`src/rtl/sdrr_pkg.sv`:
```
package sdrr_pkg;

   localparam int NUM_SETS    = 2048;
   localparam int SET_BITS    = $clog2(NUM_SETS);
   localparam int NUM_WAYS    = 16;
   localparam int WAY_BITS    = $clog2(NUM_WAYS);
   localparam int SIG_ENTRIES = 16384;
   localparam int SIG_BITS    = $clog2(SIG_ENTRIES);
   localparam int SIG_SHIFT   = 4;
   localparam int SEL_BITS    = 10;

   localparam int RRPV_W   = 2;
   localparam int CNT_BITS = 2;
   localparam logic [RRPV_W-1:0]   RRPV_TOP  = 2'd3;
   localparam logic [RRPV_W-1:0]   RRPV_MID  = 2'd2;
   localparam logic [RRPV_W-1:0]   RRPV_NEAR = 2'd0;
   localparam logic [CNT_BITS-1:0] CNT_TOP   = 2'd3;
   localparam logic [CNT_BITS-1:0] CNT_START = 2'd1;
   localparam logic [SEL_BITS-1:0] SEL_TOP   = SEL_BITS'((1 << SEL_BITS) - 1);
   localparam logic [SEL_BITS-1:0] SEL_START = SEL_BITS'(((1 << SEL_BITS) - 1) / 2);

   localparam int CLR_DEPTH = (NUM_SETS > SIG_ENTRIES) ? NUM_SETS : SIG_ENTRIES;
   localparam int CLR_BITS  = $clog2(CLR_DEPTH);

   localparam int OPCODE_W = 2;
   localparam int SET_W    = 11;
   localparam int WAY_W    = 4;
   localparam int PC_W     = 64;
   localparam int DRAW_W   = 5;
   localparam int REQ_SET_LSB   = 0;
   localparam int REQ_WAY_LSB   = REQ_SET_LSB + SET_W;
   localparam int REQ_PC_LSB    = REQ_WAY_LSB + WAY_W;
   localparam int REQ_DRAW_LSB  = REQ_PC_LSB + PC_W;
   localparam int REQ_PAYLOAD   = REQ_DRAW_LSB + DRAW_W;
   localparam int REQ_DATA_BITS = ((REQ_PAYLOAD + 7) / 8) * 8;

   localparam int VICTIM_W        = 4;
   localparam int RSP_VICTIM_LSB  = 0;
   localparam int RSP_RRPV_LSB    = RSP_VICTIM_LSB + VICTIM_W;
   localparam int RSP_SEL_LSB     = RSP_RRPV_LSB + RRPV_W;
   localparam int RSP_PAYLOAD     = RSP_SEL_LSB + SEL_BITS;
   localparam int RSP_DATA_BITS   = ((RSP_PAYLOAD + 7) / 8) * 8;

   localparam int LEADER_W = 11;
   localparam int THRESH_W = 2;
   localparam logic [LEADER_W-1:0] LEADER_RESET = 11'd64;
   localparam logic [THRESH_W-1:0] THRESH_RESET = 2'd2;
   localparam int CSR_ADDR_BITS = 3;
   localparam int CSR_DATA_BITS = 32;
   localparam int CSR_SEL_BIT   = 2;
   localparam logic REG_LEADER = 1'b0;
   localparam logic REG_THRESH = 1'b1;

   typedef enum logic [OPCODE_W-1:0] {
      OP_VICTIM = 2'd0,
      OP_HIT    = 2'd1,
      OP_FILL   = 2'd2
   } opcode_type;

   typedef struct packed {
      logic [RRPV_W-1:0]   rrpv;
      logic                reused;
      logic [SIG_BITS-1:0] sig;
   } line_type;

   typedef line_type [NUM_WAYS-1:0] row_type;

   localparam int ROW_BITS = $bits(row_type);

   typedef struct packed {
      logic [LEADER_W-1:0] leader_sets;
      logic [THRESH_W-1:0] reuse_threshold;
   } cfg_type;

endpackage

```
`src/rtl/sdrr_csr.sv`:
```
module sdrr_csr (
   input  logic                               clock,
   input  logic                               reset,
   input  logic                               csr_psel,
   input  logic                               csr_penable,
   input  logic                               csr_pwrite,
   input  logic [sdrr_pkg::CSR_ADDR_BITS-1:0] csr_paddr,
   input  logic [sdrr_pkg::CSR_DATA_BITS-1:0] csr_pwdata,
   output logic [sdrr_pkg::CSR_DATA_BITS-1:0] csr_prdata,
   output logic                               csr_pready,
   output sdrr_pkg::cfg_type                  cfg
);
   import sdrr_pkg::*;

   logic [LEADER_W-1:0] leader_ff, leader_in;
   logic [THRESH_W-1:0] thresh_ff, thresh_in;
   logic                wr_hit;

   assign csr_pready = 1'b1;
   assign wr_hit     = csr_psel & csr_penable & csr_pwrite & csr_pready;

   always_comb begin
      leader_in = leader_ff;
      thresh_in = thresh_ff;
      if (wr_hit) begin
         if (csr_paddr[CSR_SEL_BIT] == REG_THRESH) begin
            thresh_in = csr_pwdata[THRESH_W-1:0];
         end else begin
            leader_in = csr_pwdata[LEADER_W-1:0];
         end
      end
   end

   always_ff @(posedge clock) begin
      if (reset) begin
         leader_ff <= LEADER_RESET;
         thresh_ff <= THRESH_RESET;
      end else begin
         leader_ff <= leader_in;
         thresh_ff <= thresh_in;
      end
   end

   assign csr_prdata = (csr_paddr[CSR_SEL_BIT] == REG_THRESH)
                       ? CSR_DATA_BITS'(thresh_ff) : CSR_DATA_BITS'(leader_ff);

   assign cfg.leader_sets     = leader_ff;
   assign cfg.reuse_threshold = thresh_ff;

endmodule

```
`config.mk`:
```
export PLATFORM = sky130hd
export DESIGN_NAME = sdrr_csr
export DESIGN_NICKNAME = d
export VERILOG_FILES = /design/src/rtl/sdrr_pkg.sv /design/src/rtl/sdrr_csr.sv
export SDC_FILE = /design/constraint.sdc
export NUM_CORES = 1
export LEC_CHECK = 0
export ABC_AREA = 1
export BUFFER_PORTS_ARGS = -buffer_cell sky130_fd_sc_hd__buf_2
export CORE_ASPECT_RATIO = 0.7
export CORE_MARGIN = 4
export CORE_UTILIZATION = 30
export CTS_BUF_LIST = sky130_fd_sc_hd__clkbuf_2 sky130_fd_sc_hd__clkbuf_4 sky130_fd_sc_hd__clkbuf_8
export DETAILED_ROUTE_END_ITERATION = 12
export GPL_TIMING_DRIVEN = 0
export PLACE_DENSITY = 0.8
export SLEW_MARGIN = 10
export SYNTH_ARGS = -nofsm -noshare
export SYNTH_HDL_FRONTEND = slang
export SYNTH_SLANG_ARGS = --single-unit
```
`constraint.sdc`:
```
create_clock -name clock -period 1.1 [get_ports clock]
set_clock_uncertainty 0.15 [all_clocks]
set_input_delay 0.165 -clock clock [delete_from_list [all_inputs] [get_ports clock]]
set_output_delay 0.165 -clock clock [all_outputs]
set_load 0.01 [all_outputs]
```
==> results of run 1 <==
## layout by cell type (no fill, tap or decap), drive strengths merged
cell	count
conb	22
nand2	20
clkbuf	4
inv	22
nor2	34
dlygate4sd3	1
buf	68
dfxtp	13
o21ai	2
nand3	14
## timing repair
item,CTS,global route
hold buffers,1,0
pin swaps,2,3
endpoints found under the setup margin,11,11
endpoints found under the hold margin,1,0
gates resized for setup,15,14
setup buffers,0,2
## final timing paths
path / from / to / slack, ns
max: leader_ff[6] / csr_prdata[6] / -0.03
min: csr_pwdata[1] / thresh_ff[1] / 0.01
max reg2reg: leader_ff[1] / leader_ff[1] / 0.26
min reg2reg: thresh_ff[1] / thresh_ff[1] / 0.33
## where the power goes
group / total (W) / internal [W] / switching, W
clock: 0.000443 / 0.000280 / 0.000163
sequential: 0.000504 / 0.000491 / 0.0000124
combinational: 0.000288 / 0.000136 / 0.000152
total: 0.00123 / 0.000907 / 0.000328
## worst min-delay path, delay by kind of cell
family	cells	cell delay (ns)
AND/OR/NAND/NOR	2	0.11
buffers and inverters	1	0.10
## sequential cells by signal, summed over array words and instances (netlist names)
register and count:
leader_ff 11, thresh_ff 2
## layer usage
metal | vias to the layer above | global-route usage (%)
met5 | - | 0
met4 | 0 | 0.920
met3 | 2 | 4.93
met2 | 28 | 18.7
met1 | 352 | 13.9
li1 | 478 | -
## metrics by stage
step	worst slack [ns]	hold slack [ns]	std cells
6_report	-0.0320	0.0134	236
5_1_grt	-0.0840	0.0306	236
4_1_cts	-0.0422	0.00610	235
3_5_place_dp	-0.0423	0.232	230
3_3_place_gp	-0.0370	0.230	230
2_1_floorplan	0.182	0.141	154
## cell type report
class                           instances  area (um2)
Sequential cell                        13         277
Clock buffer                            4        48.8
Tap cell                               36        45.0
Fill cell                             300        1480
Inverter                               22        85.1
Timing Repair Buffer                   43         241
Multi-Input combinational cell         92         413
Buffer                                 26         196
## cells by family after synthesis
family / synth area share, %
other cells: 0.859
buf+inv: 32.5
simple gates: 35.8
flops: 29.8
compound gates: 1.14
==> results by group, run 1 <==
Synthesis
  – Yosys warning count: 0
  – Synth Cell Area: between 800 and 900 um2
  – EDFF count, synth: 0
  – Mean cell area of the mapped netlist: 6.53 um2
  – Most common cell in the netlist: nor2_1
  – Post-synth ARST share: 0%
  – Post-synth top area cell: dfxtp_1
  – Count of different cell masters after synthesis: 14
  – Cells taking the most area after synthesis: dfxtp_1 (30%), buf_4 (21%), nor2_1 (14%)
  – Synth top cells by count: nor2_1 (32), buf_4 (24), inv_1 (21), nand2_1 (20), dfxtp_1 (13)
  – Flops & latches, synth: 13
  – Synth top area share: slightly below 30%
  – Most used flip-flop cell after synthesis: dfxtp_1
  – Synth Instances: 134
  – Seq/Total Area, Yosys: between 20% and 30%

Timing
  – Setup ws final: -0.0320 ns
  – RSZ-0062 raised after global routing: true
  – Tmin final: 1.13 ns
  – Max Clk Rate: 883 MHz
  – Setup violations, final: 12
  – Setup TNS: -0.176 ns
  – Slew Viols, Final: 0
  – Tcrit/Tclk final: 103%
  – Final hold vios: 0

Floorplanning
  – Die Ht: roughly 53 um
  – Io pins: 86
  – Initial Util: 31.4%
  – Total die area: around 3900 um2
  – Core box area: between 2000 and 3000 um2
  – Row count: 16
  – Die width: 72.5 um

Detailed routing
  – Final wirelength: a little over 2000 um
  – DR pass1 iterations: 4
  – DRC: 0
  – M1 WL: about 880 um
  – DRT iter0 DRCs: 18
  – Routed Antenna Nets: 0
  – Met2 WL: approximately 1000 um
  – WL met3: 180 um
  – Post-DR vias/cell: approximately 3.6
  – DR top layer: met4
  – Vias: 860
  – Drt wl/cell: approximately 9 um

Global route
  – Largest net degree at the start of global routing: 11
  – Vias in the first global route: roughly 730
  – Global route total overflow: 0
  – Gr usage total: between 10% and 20%
  – First-pass GRT wire length: around 3300 um
  – Initial antenna violation count: 0

Placement
  – # port buffers: 40
  – Placed instance area: about 1200 um2
  – Detail Placement HPWL: approximately 1700 um
  – GPL Wtd Cong: 0.721

Setup path
  – Critical Path Sink Type: output port
  – Crit start category: flop
  – Crit path required time: 0.78 ns
  – Reg2Reg Depth: 3
  – CP max stage delay: between 0.3 and 0.4 ns
  – Slowest CP cell: dfxtp_2
  – CP Cell Sequence: inv_2 -> nor2_1 -> buf_2
  – Critical path depth: 3
  – WP buf/inv: 2
  – Crit Path Max Fanout: 3
  – CP arrival: between 0.8 and 0.9 ns
  – Crit Path Category: reg -> out
  – CP delay by family, top: flip-flops

Layout
  – Final Net Count: between 200 and 250
  – Ant diodes: 0
  – Share of layout cells above drive strength 1: 52.0%
  – Core Util, Final: 46.9%
  – Cell area after layout: between 1000 and 1500 um2
  – P&R area growth vs syn: 49.4%

Power and ir drop
  – Pwr/cell area: 945 nW/um2
  – Power Total: approximately 0.0012 W
  – Peak VDD IR: approximately 0.43 mV
  – Static leakage: 0.761 nW

Status
  – Status: complete, but fails checks
  – Failing checks: setup timing

CTS
  – H-tree Lvls: 1
  – Total CTS buffers: 3
  – Longest Clk Path Bufs: 2
  – Clk Latency, worst-skew pair: around 0.24 ns
  – CTS tree: built
  – Clock transition at path regs: roughly 0.060 ns
  – CTS Root Cell: clkbuf_8
  – Sink Count: 13

Worst hold path
  – Tightest Hold Check Type: in -> reg
  – Hold depth: 3

Flow run
  – Max-cap violations: 0
No activity file was read; power rests on OpenSTA's default activity.
==> run 2, diff against run 1 <==
--- a/config.mk
+++ b/config.mk
@@ -7,13 +7,16 @@
 export LEC_CHECK = 0
 export ABC_AREA = 1
 export BUFFER_PORTS_ARGS = -buffer_cell sky130_fd_sc_hd__buf_2
+export CELL_PAD_IN_SITES_DETAIL_PLACEMENT = 0
+export CELL_PAD_IN_SITES_GLOBAL_PLACEMENT = 1
 export CORE_ASPECT_RATIO = 0.7
 export CORE_MARGIN = 4
-export CORE_UTILIZATION = 30
+export CORE_UTILIZATION = 22
 export CTS_BUF_LIST = sky130_fd_sc_hd__clkbuf_2 sky130_fd_sc_hd__clkbuf_4 sky130_fd_sc_hd__clkbuf_8
 export DETAILED_ROUTE_END_ITERATION = 12
 export GPL_TIMING_DRIVEN = 0
-export PLACE_DENSITY = 0.8
+export PLACE_DENSITY = 0.91
+export SETUP_SLACK_MARGIN = 0.02
 export SLEW_MARGIN = 10
 export SYNTH_ARGS = -nofsm -noshare
 export SYNTH_HDL_FRONTEND = slang
==> run 2 against run 1 <==
Net effect: the flow still finishes with violations (setup timing); first-iteration DRC count increased by 11%; cell count increased by 5.9%; power increased by 0.99%; clock power increased by 1%; largest cell class unchanged; register-to-register slack about the same; core utilization decreased by 11 points; combinational power increased by 2%; wire length increased by 8.2%; critical path depth decreased by 1.
==> results by group, run 2 (synthesis results as in run 1) <==
Timing
  – Setup TNS: -0.176 ns (about the same)
  – RSZ-0062 raised after global routing: true (unchanged)
  – WHS: 0.00682 ns (was 0.0134 ns)
  – Setup ws final: -0.0308 ns (was -0.0320 ns)
  – Tcrit/Tclk final: 103% (about the same)
  – Final hold vios: 0 (unchanged)
  – Setup violations, final: 12 (unchanged)
  – Slew Viols, Final: 0 (unchanged)
  – Tmin final: 1.13 ns (about the same)
  – Max Clk Rate: 884 MHz (was 883 MHz)

Layout
  – Fill cell count: 412 (was 300)
  – Biggest regs: leader_ff (11), thresh_ff (2) (unchanged)
  – Final std cells w/o fill: 250 (was 236)
  – Register area: 277 um2 (unchanged)
  – Core Util, Final: 36.1% (was 46.9%)
  – Ant diodes: 0 (unchanged)
  – Top reg by flops: leader_ff (unchanged)
  – Commonest non-fill, non-tap cell in the layout: buf_2 (unchanged)
  – Final Net Count: 241 (unchanged)
  – Share of layout cells above drive strength 1: 53.5% (was 52.0%)
  – Most frequent cells in the layout: buf_2 (40), nor2_1 (30), buf_4 (26) (was buf_2 (39), nor2_1 (31), buf_4 (25))
  – Max FFs per register: 11 (unchanged)
  – Multi-input gate area: 413 um2 (unchanged)
  – P&R area growth vs syn: 51.4% (was 49.4%)
  – Cell area after layout: 1320 um2 (was 1310 um2)

Global route
  – Initial antenna violation count: 0 (unchanged)
  – Global route total overflow: 0 (unchanged)
  – Vias in the first global route: 749 (was 726)
  – Gr usage total: 8.52% (was 11.2%)
  – Largest net degree at the start of global routing: 11 (unchanged)
  – First-pass GRT wire length: 3350 um (was 3290 um)

Setup path
  – Critical Path Sink Type: output port (unchanged)
  – WP buf/inv: 2 (unchanged)
  – Crit Path Max Fanout: 3 (unchanged)
  – Crit start category: flop (unchanged)
  – CP Cell Sequence: buf_4 -> buf_2 (was inv_2 -> nor2_1 -> buf_2)
  – Crit Path Category: reg -> out (unchanged)
  – CP max stage delay: 0.33 ns (about the same)
  – CP delay by family, top: flip-flops (unchanged)
  – CP arrival: 0.82 ns (about the same)
  – Slowest CP cell: dfxtp_2 (unchanged)
  – Crit path required time: 0.78 ns (about the same)

Floorplanning
  – Total die area: 5060 um2 (was 3860 um2)
  – Die width: 83.4 um (was 72.5 um)
  – Core box area: 3670 um2 (was 2780 um2)
  – Die Ht: 60.8 um (was 53.2 um)
  – Row count: 18 (was 16)
  – Initial Util: 23.8% (was 31.4%)
  – Io pins: 86 (unchanged)

Detailed routing
  – Drt wl/cell: 8.94 um (was 8.75 um)
  – Vias: 864 (was 860)
  – Final wirelength: 2230 um (was 2070 um)
  – Post-DR vias/cell: 3.46 (was 3.64)
  – DR pass1 iterations: 4 (unchanged)
  – DRC: 0 (unchanged)
  – DRT iter0 DRCs: 20 (was 18)
  – Routed Antenna Nets: 0 (unchanged)

CTS
  – Sink Count: 13 (unchanged)
  – H-tree Lvls: 1 (unchanged)
  – CTS tree: built (unchanged)
  – Clk Latency, worst-skew pair: 0.24 ns (about the same)
  – Clock transition at path regs: 0.06 ns (about the same)
  – Total CTS buffers: 3 (unchanged)
  – CTS Root Cell: clkbuf_8 (unchanged)
  – Longest Clk Path Bufs: 2 (unchanged)

Placement
  – Inst Count DP: 244 (was 230)
  – GPL Wtd Cong: 0.681 (was 0.721)
  – Detail Placement HPWL: 1800 um (was 1660 um)
  – # port buffers: 40 (unchanged)
  – Placed instance area: 1210 um2 (was 1190 um2)

Flow run
  – Max-cap violations: 0 (unchanged)

Power and ir drop
  – Pwr/cell area: 942 nW/um2 (was 945 nW/um2)
  – Static leakage: 0.766 nW (was 0.761 nW)
  – Peak VDD IR: 0.575 mV (was 0.428 mV)

Worst hold path
  – Tightest Hold Check Type: in -> reg (unchanged)

Status
  – Status: complete, but fails checks (unchanged)
  – Failing checks: setup timing (unchanged)
==> run 2: what timing repair did <==
action / CTS / global route
resized for setup: 16 / 14
setup buffers: 1 / 1
hold buffers: 0 / 0
setup endpoints to repair: 11 / 11
pin swaps: 4 / 1
==> run 2: final timing paths <==
| path | startpoint | end | slack [ns] | cells after the start |
|---|---|---|---|---|
| setup / recovery | leader_ff[0] | cfg[2] | -0.03 | 2 |
| hold / removal | csr_pwdata[6] | leader_ff[6] | 0.007 | 3 |
| setup reg to reg | leader_ff[4] | leader_ff[4] | 0.26 | 3 |
| hold reg to reg | thresh_ff[1] | thresh_ff[1] | 0.33 | 2 |
==> run 2: layout make-up <==
class | instances | share of cell area, %
Multi-Input combinational cell | 92 | 31.2
Sequential cell | 13 | 20.9
Timing Repair Buffer | 42 | 16.7
Buffer | 27 | 16.4
Inverter | 22 | 6.43
Tap cell | 50 | 4.73
Clock buffer | 4 | 3.69
==> run 2: worst reg2reg max path: stages (launching register included) <==
cell     delay (ns)
dfxtp_2        0.33
buf_4          0.13
nor2_1         0.09
nor2_1         0.05
==> run 2: stage by stage <==
stage | setup slack [ns] | power (W)
finish | -0.0308 | 0.00125
global route | -0.0866 | 0.00134
detailed placement | -0.0628 | 0.000786
global placement | -0.0539 | 0.000783
floorplan | 0.182 | 0.000703
CTS | -0.0348 | 0.00125
==> run 2: power breakdown <==
| part | switching [W] | total (W) | internal (W) |
|---|---|---|---|
| clock | 0.000168 | 0.000448 | 0.000280 |
| combinational | 0.000155 | 0.000295 | 0.000140 |
| sequential | 0.0000127 | 0.000504 | 0.000491 |
| total | 0.000336 | 0.00125 | 0.000911 |
==> run 2: layer usage <==
metal / track usage [%] / vias up / wire (um)
met5: 0 / - / 0
met4: 2.10 / 0 / 19
met3: 3.53 / 2 / 156
met2: 14.3 / 28 / 1070
met1: 10.4 / 356 / 993
li1: - / 478 / -
==> run 3, diff against run 2 <==
--- a/config.mk
+++ b/config.mk
@@ -5,13 +5,12 @@
 export SDC_FILE = /design/constraint.sdc
 export NUM_CORES = 1
 export LEC_CHECK = 0
-export ABC_AREA = 1
 export BUFFER_PORTS_ARGS = -buffer_cell sky130_fd_sc_hd__buf_2
 export CELL_PAD_IN_SITES_DETAIL_PLACEMENT = 0
 export CELL_PAD_IN_SITES_GLOBAL_PLACEMENT = 1
 export CORE_ASPECT_RATIO = 0.7
 export CORE_MARGIN = 4
-export CORE_UTILIZATION = 22
+export CORE_UTILIZATION = 23
 export CTS_BUF_LIST = sky130_fd_sc_hd__clkbuf_2 sky130_fd_sc_hd__clkbuf_4 sky130_fd_sc_hd__clkbuf_8
 export DETAILED_ROUTE_END_ITERATION = 12
 export GPL_TIMING_DRIVEN = 0
==> run 3 against run 2 <==
Net effect: the flow still finishes with violations (setup timing); non-clock buffer count grew 8; synthesized cell count shrank 31%; setup slack lost 0.12 ns; maximum frequency shrank 9.8%; clock-buffer cell count is the same; worst hold slack gained 0.020 ns; critical path depth is the same; register-to-register slack lost 0.09 ns; via count shrank 13%.
==> results by group, run 3 <==
Synthesis
  – Cells taking the most area after synthesis: dfxtp_1 (31%), buf_4 (20%), nand2b_1 (16%) (was dfxtp_1 (30%), buf_4 (21%), nor2_1 (14%))
  – Seq/Total Area, Yosys: 31.0% (was 29.8%)
  – Synth top cells by count: buf_4 (22), nand2b_1 (21), dfxtp_1 (13), mux2i_1 (13), nor2b_1 (9) (was nor2_1 (32), buf_4 (24), inv_1 (21), nand2_1 (20), dfxtp_1 (13))
  – Post-synth top area cell: dfxtp_1 (unchanged)
  – Mean cell area of the mapped netlist: 9.14 um2 (was 6.53 um2)
  – Synth top area share: 31.0% (was 29.8%)
  – Most used flip-flop cell after synthesis: dfxtp_1 (unchanged)
  – Synth Cell Area: 841 um2 (was 875 um2)
  – Flops & latches, synth: 13 (unchanged)
  – EDFF count, synth: 0 (unchanged)
  – Post-synth ARST share: 0% (unchanged)
  – Most common cell in the netlist: buf_4 (was nor2_1)
  – Count of different cell masters after synthesis: 13 (was 14)
  – Synth Instances: 92 (was 134)
  – Yosys warning count: 0 (unchanged)

Setup path
  – Crit Path Category: reg -> out (unchanged)
  – Crit Path Max Fanout: 2 (was 3)
  – Capture point of the worst reg-to-reg path: thresh_ff[0] (was leader_ff[4])
  – Crit path required time: 0.78 ns (about the same)
  – CP Cell Sequence: mux2_4 -> buf_6 (was buf_4 -> buf_2)
  – Worst R2R Setup Slack: 0.17 ns (was 0.26 ns)
  – Slowest CP cell: dfxtp_2 (unchanged)
  – Critical Path Sink Type: output port (unchanged)
  – CP max stage delay: 0.32 ns (was 0.33 ns)
  – Reg2Reg Depth: 4 (was 3)
  – R2R Path Start: thresh_ff[0] (was leader_ff[4])
  – CP arrival: 0.94 ns (was 0.82 ns)
  – Crit start category: flop (unchanged)

Timing
  – Setup violations, final: 13 (was 12)
  – Setup TNS: -0.609 ns (was -0.176 ns)
  – Final hold vios: 0 (unchanged)
  – RSZ-0062 raised after global routing: true (unchanged)
  – Tmin final: 1.25 ns (was 1.13 ns)
  – Max Clk Rate: 798 MHz (was 884 MHz)
  – Tcrit/Tclk final: 114% (was 103%)
  – Setup ws final: -0.154 ns (was -0.0308 ns)
  – Slew Viols, Final: 0 (unchanged)

CTS
  – Hold buffers post-CTS: 0 (unchanged)
  – CTS Root Cell: clkbuf_8 (unchanged)
  – Longest Clk Path Bufs: 2 (unchanged)
  – Sink Count: 13 (unchanged)
  – Clk Latency, worst-skew pair: 0.24 ns (about the same)
  – Total CTS buffers: 3 (unchanged)
  – H-tree Lvls: 1 (unchanged)
  – CTS tree: built (unchanged)
  – Clock transition at path regs: 0.05 ns (was 0.06 ns)

Detailed routing
  – Post-DR vias/cell: 3.47 (was 3.46)
  – Final wirelength: 2140 um (was 2230 um)
  – Routed Antenna Nets: 0 (unchanged)
  – Drt wl/cell: 9.88 um (was 8.94 um)
  – DRC: 0 (unchanged)
  – DRT iter0 DRCs: 19 (was 20)
  – Vias: 752 (was 864)
  – DR pass1 iterations: 4 (unchanged)

Global route
  – Global route total overflow: 0 (unchanged)
  – First-pass GRT wire length: 3050 um (was 3350 um)
  – Gr usage total: 8.44% (was 8.52%)
  – Vias in the first global route: 659 (was 749)
  – Largest net degree at the start of global routing: 11 (unchanged)
  – Initial antenna violation count: 0 (unchanged)

Layout
  – Final std cells w/o fill: 217 (was 250)
  – P&R area growth vs syn: 73.2% (was 51.4%)
  – Fill cell count: 384 (was 412)
  – Max FFs per register: 11 (unchanged)
  – Commonest non-fill, non-tap cell in the layout: buf_2 (unchanged)
  – Cell area after layout: 1460 um2 (was 1320 um2)
  – Biggest regs: leader_ff (11), thresh_ff (2) (unchanged)
  – Most frequent cells in the layout: buf_2 (28), buf_4 (27), conb_1 (22) (was buf_2 (40), nor2_1 (30), buf_4 (26))
  – Ant diodes: 0 (unchanged)
  – Core Util, Final: 41.5% (was 36.1%)
  – Top reg by flops: leader_ff (unchanged)
  – Final Net Count: 208 (was 241)
  – Share of layout cells above drive strength 1: 58.7% (was 53.5%)

Worst hold path
  – Hold Path Sink: leader_ff[5] (was leader_ff[6])
  – Hold wc startpoint: csr_pwdata[5] (was csr_pwdata[6])
  – Hold depth: 3 (unchanged)
  – Tightest Hold Check Type: in -> reg (unchanged)

Floorplanning
  – Io pins: 86 (unchanged)
  – Die width: 80.3 um (was 83.4 um)
  – Total die area: 4700 um2 (was 5060 um2)
  – Initial Util: 23.9% (was 23.8%)
  – Core box area: 3510 um2 (was 3670 um2)
  – Die Ht: 58.6 um (was 60.8 um)
  – Row count: 18 (unchanged)

Placement
  – Inst Count DP: 202 (was 244)
  – # port buffers: 40 (unchanged)
  – Detail Placement HPWL: 1580 um (was 1800 um)
  – GPL Wtd Cong: 0.708 (was 0.681)
  – Placed instance area: 1180 um2 (was 1210 um2)

Power and ir drop
  – Pwr/cell area: 827 nW/um2 (was 942 nW/um2)
  – Internal power component: 0.000917 W (was 0.000911 W)
  – Sw frac: 23.8% (was 26.9%)
  – Static leakage: 0.730 nW (was 0.766 nW)
  – Peak VDD IR: 0.343 mV (was 0.575 mV)
  – Combinational Power Share: 22.6% (was 23.6%)
  – Psw: 0.000287 W (was 0.000336 W)
  – Reg power frac: 40.7% (was 40.4%)
  – Proportion of power drawn by the clock network: 36.7% (was 35.9%)

Status
  – Status: complete, but fails checks (unchanged)
  – Failing checks: setup timing (unchanged)

Flow run
  – Max-cap violations: 0 (unchanged)
## run 3: cell count changes in the layout (fill, tap and decap cells not counted), sizes merged, moves of 6 or more
cell	previous run	this run
mux2i	0	13
nor2	34	4
nand2	20	0
inv	22	0
nand2b	0	21
buf	69	75
nand3	14	0
nor2b	0	9
## run 3: how the worst max path moves through the flow
stage                    endpoint  slack, ns          from  depth (start not counted)
finish              csr_prdata[1]      -0.15  leader_ff[1]                          2
global placement    csr_prdata[1]      -0.26  csr_paddr[2]                          4
CTS                 csr_prdata[0]      -0.16  leader_ff[0]                          2
detailed placement  csr_prdata[1]      -0.25  csr_paddr[2]                          4
floorplan           csr_prdata[1]       0.09  csr_paddr[2]                          2
global route        csr_prdata[1]      -0.18  leader_ff[1]                          2
## run 3: per-layer routing
layer	vias to the layer above	track usage, %	wire length (um)
li1	396	-	-
met1	330	10.6	850
met2	24	13.8	1080
met3	2	3.06	186
met4	0	2.17	23
met5	-	0	0
## run 3: power by group through the flow
stage               Clock, W  Combinational, W  Sequential, W
finish              0.000442          0.000272       0.000490
global route        0.000493          0.000298       0.000491
CTS                 0.000466          0.000258       0.000489
detailed placement         0          0.000232       0.000499
global placement           0          0.000230       0.000498
floorplan                  0          0.000160       0.000503
## run 3: cell type report
| type | instances | area, um2 | share of cell area [%] |
|---|---|---|---|
| buffer | 26 | 204 | 14.0 |
| clock buffer | 4 | 48.8 | 3.35 |
| multi-input combinational | 73 | 484 | 33.2 |
| sequential | 13 | 277 | 19.0 |
| tap | 50 | 62.6 | 4.30 |
| timing repair buffer | 51 | 380 | 26.1 |
## run 3: critical path, delay by kind of cell (launching register included)
family | cells | cell delay (ns)
buffers and inverters | 1 | 0.12
multiplexers | 1 | 0.26
flip-flops | 1 | 0.32
## run 3: cell families (layout without fill, tap and decap cells)
kind of cell / count (synthesis) / count (layout) / synth area share (%)
AND/OR/NAND/NOR: 36 / 36 / 26.5
multiplexers: 15 / 15 / 18.2
buffers and inverters: 26 / 81 / 23.5
flip-flops: 13 / 13 / 31.0
other: 2 / 22 / 0.893
## run 3: what timing repair did
item,4_1_cts,5_1_grt
resized for setup,26,12
endpoints found under the setup margin,11,17
pin swaps,0,0
setup buffers,7,4
gates cloned,0,0
## run 3: per-stage QoR
stage,hold slack [ns],power [W],setup slack (ns)
4_1_cts,0.0220,0.00121,-0.157
2_1_floorplan,0.170,0.000663,0.0911
3_3_place_gp,0.274,0.000728,-0.262
5_1_grt,0.0237,0.00128,-0.175
6_report,0.0265,0.00120,-0.154
3_5_place_dp,0.289,0.000731,-0.255
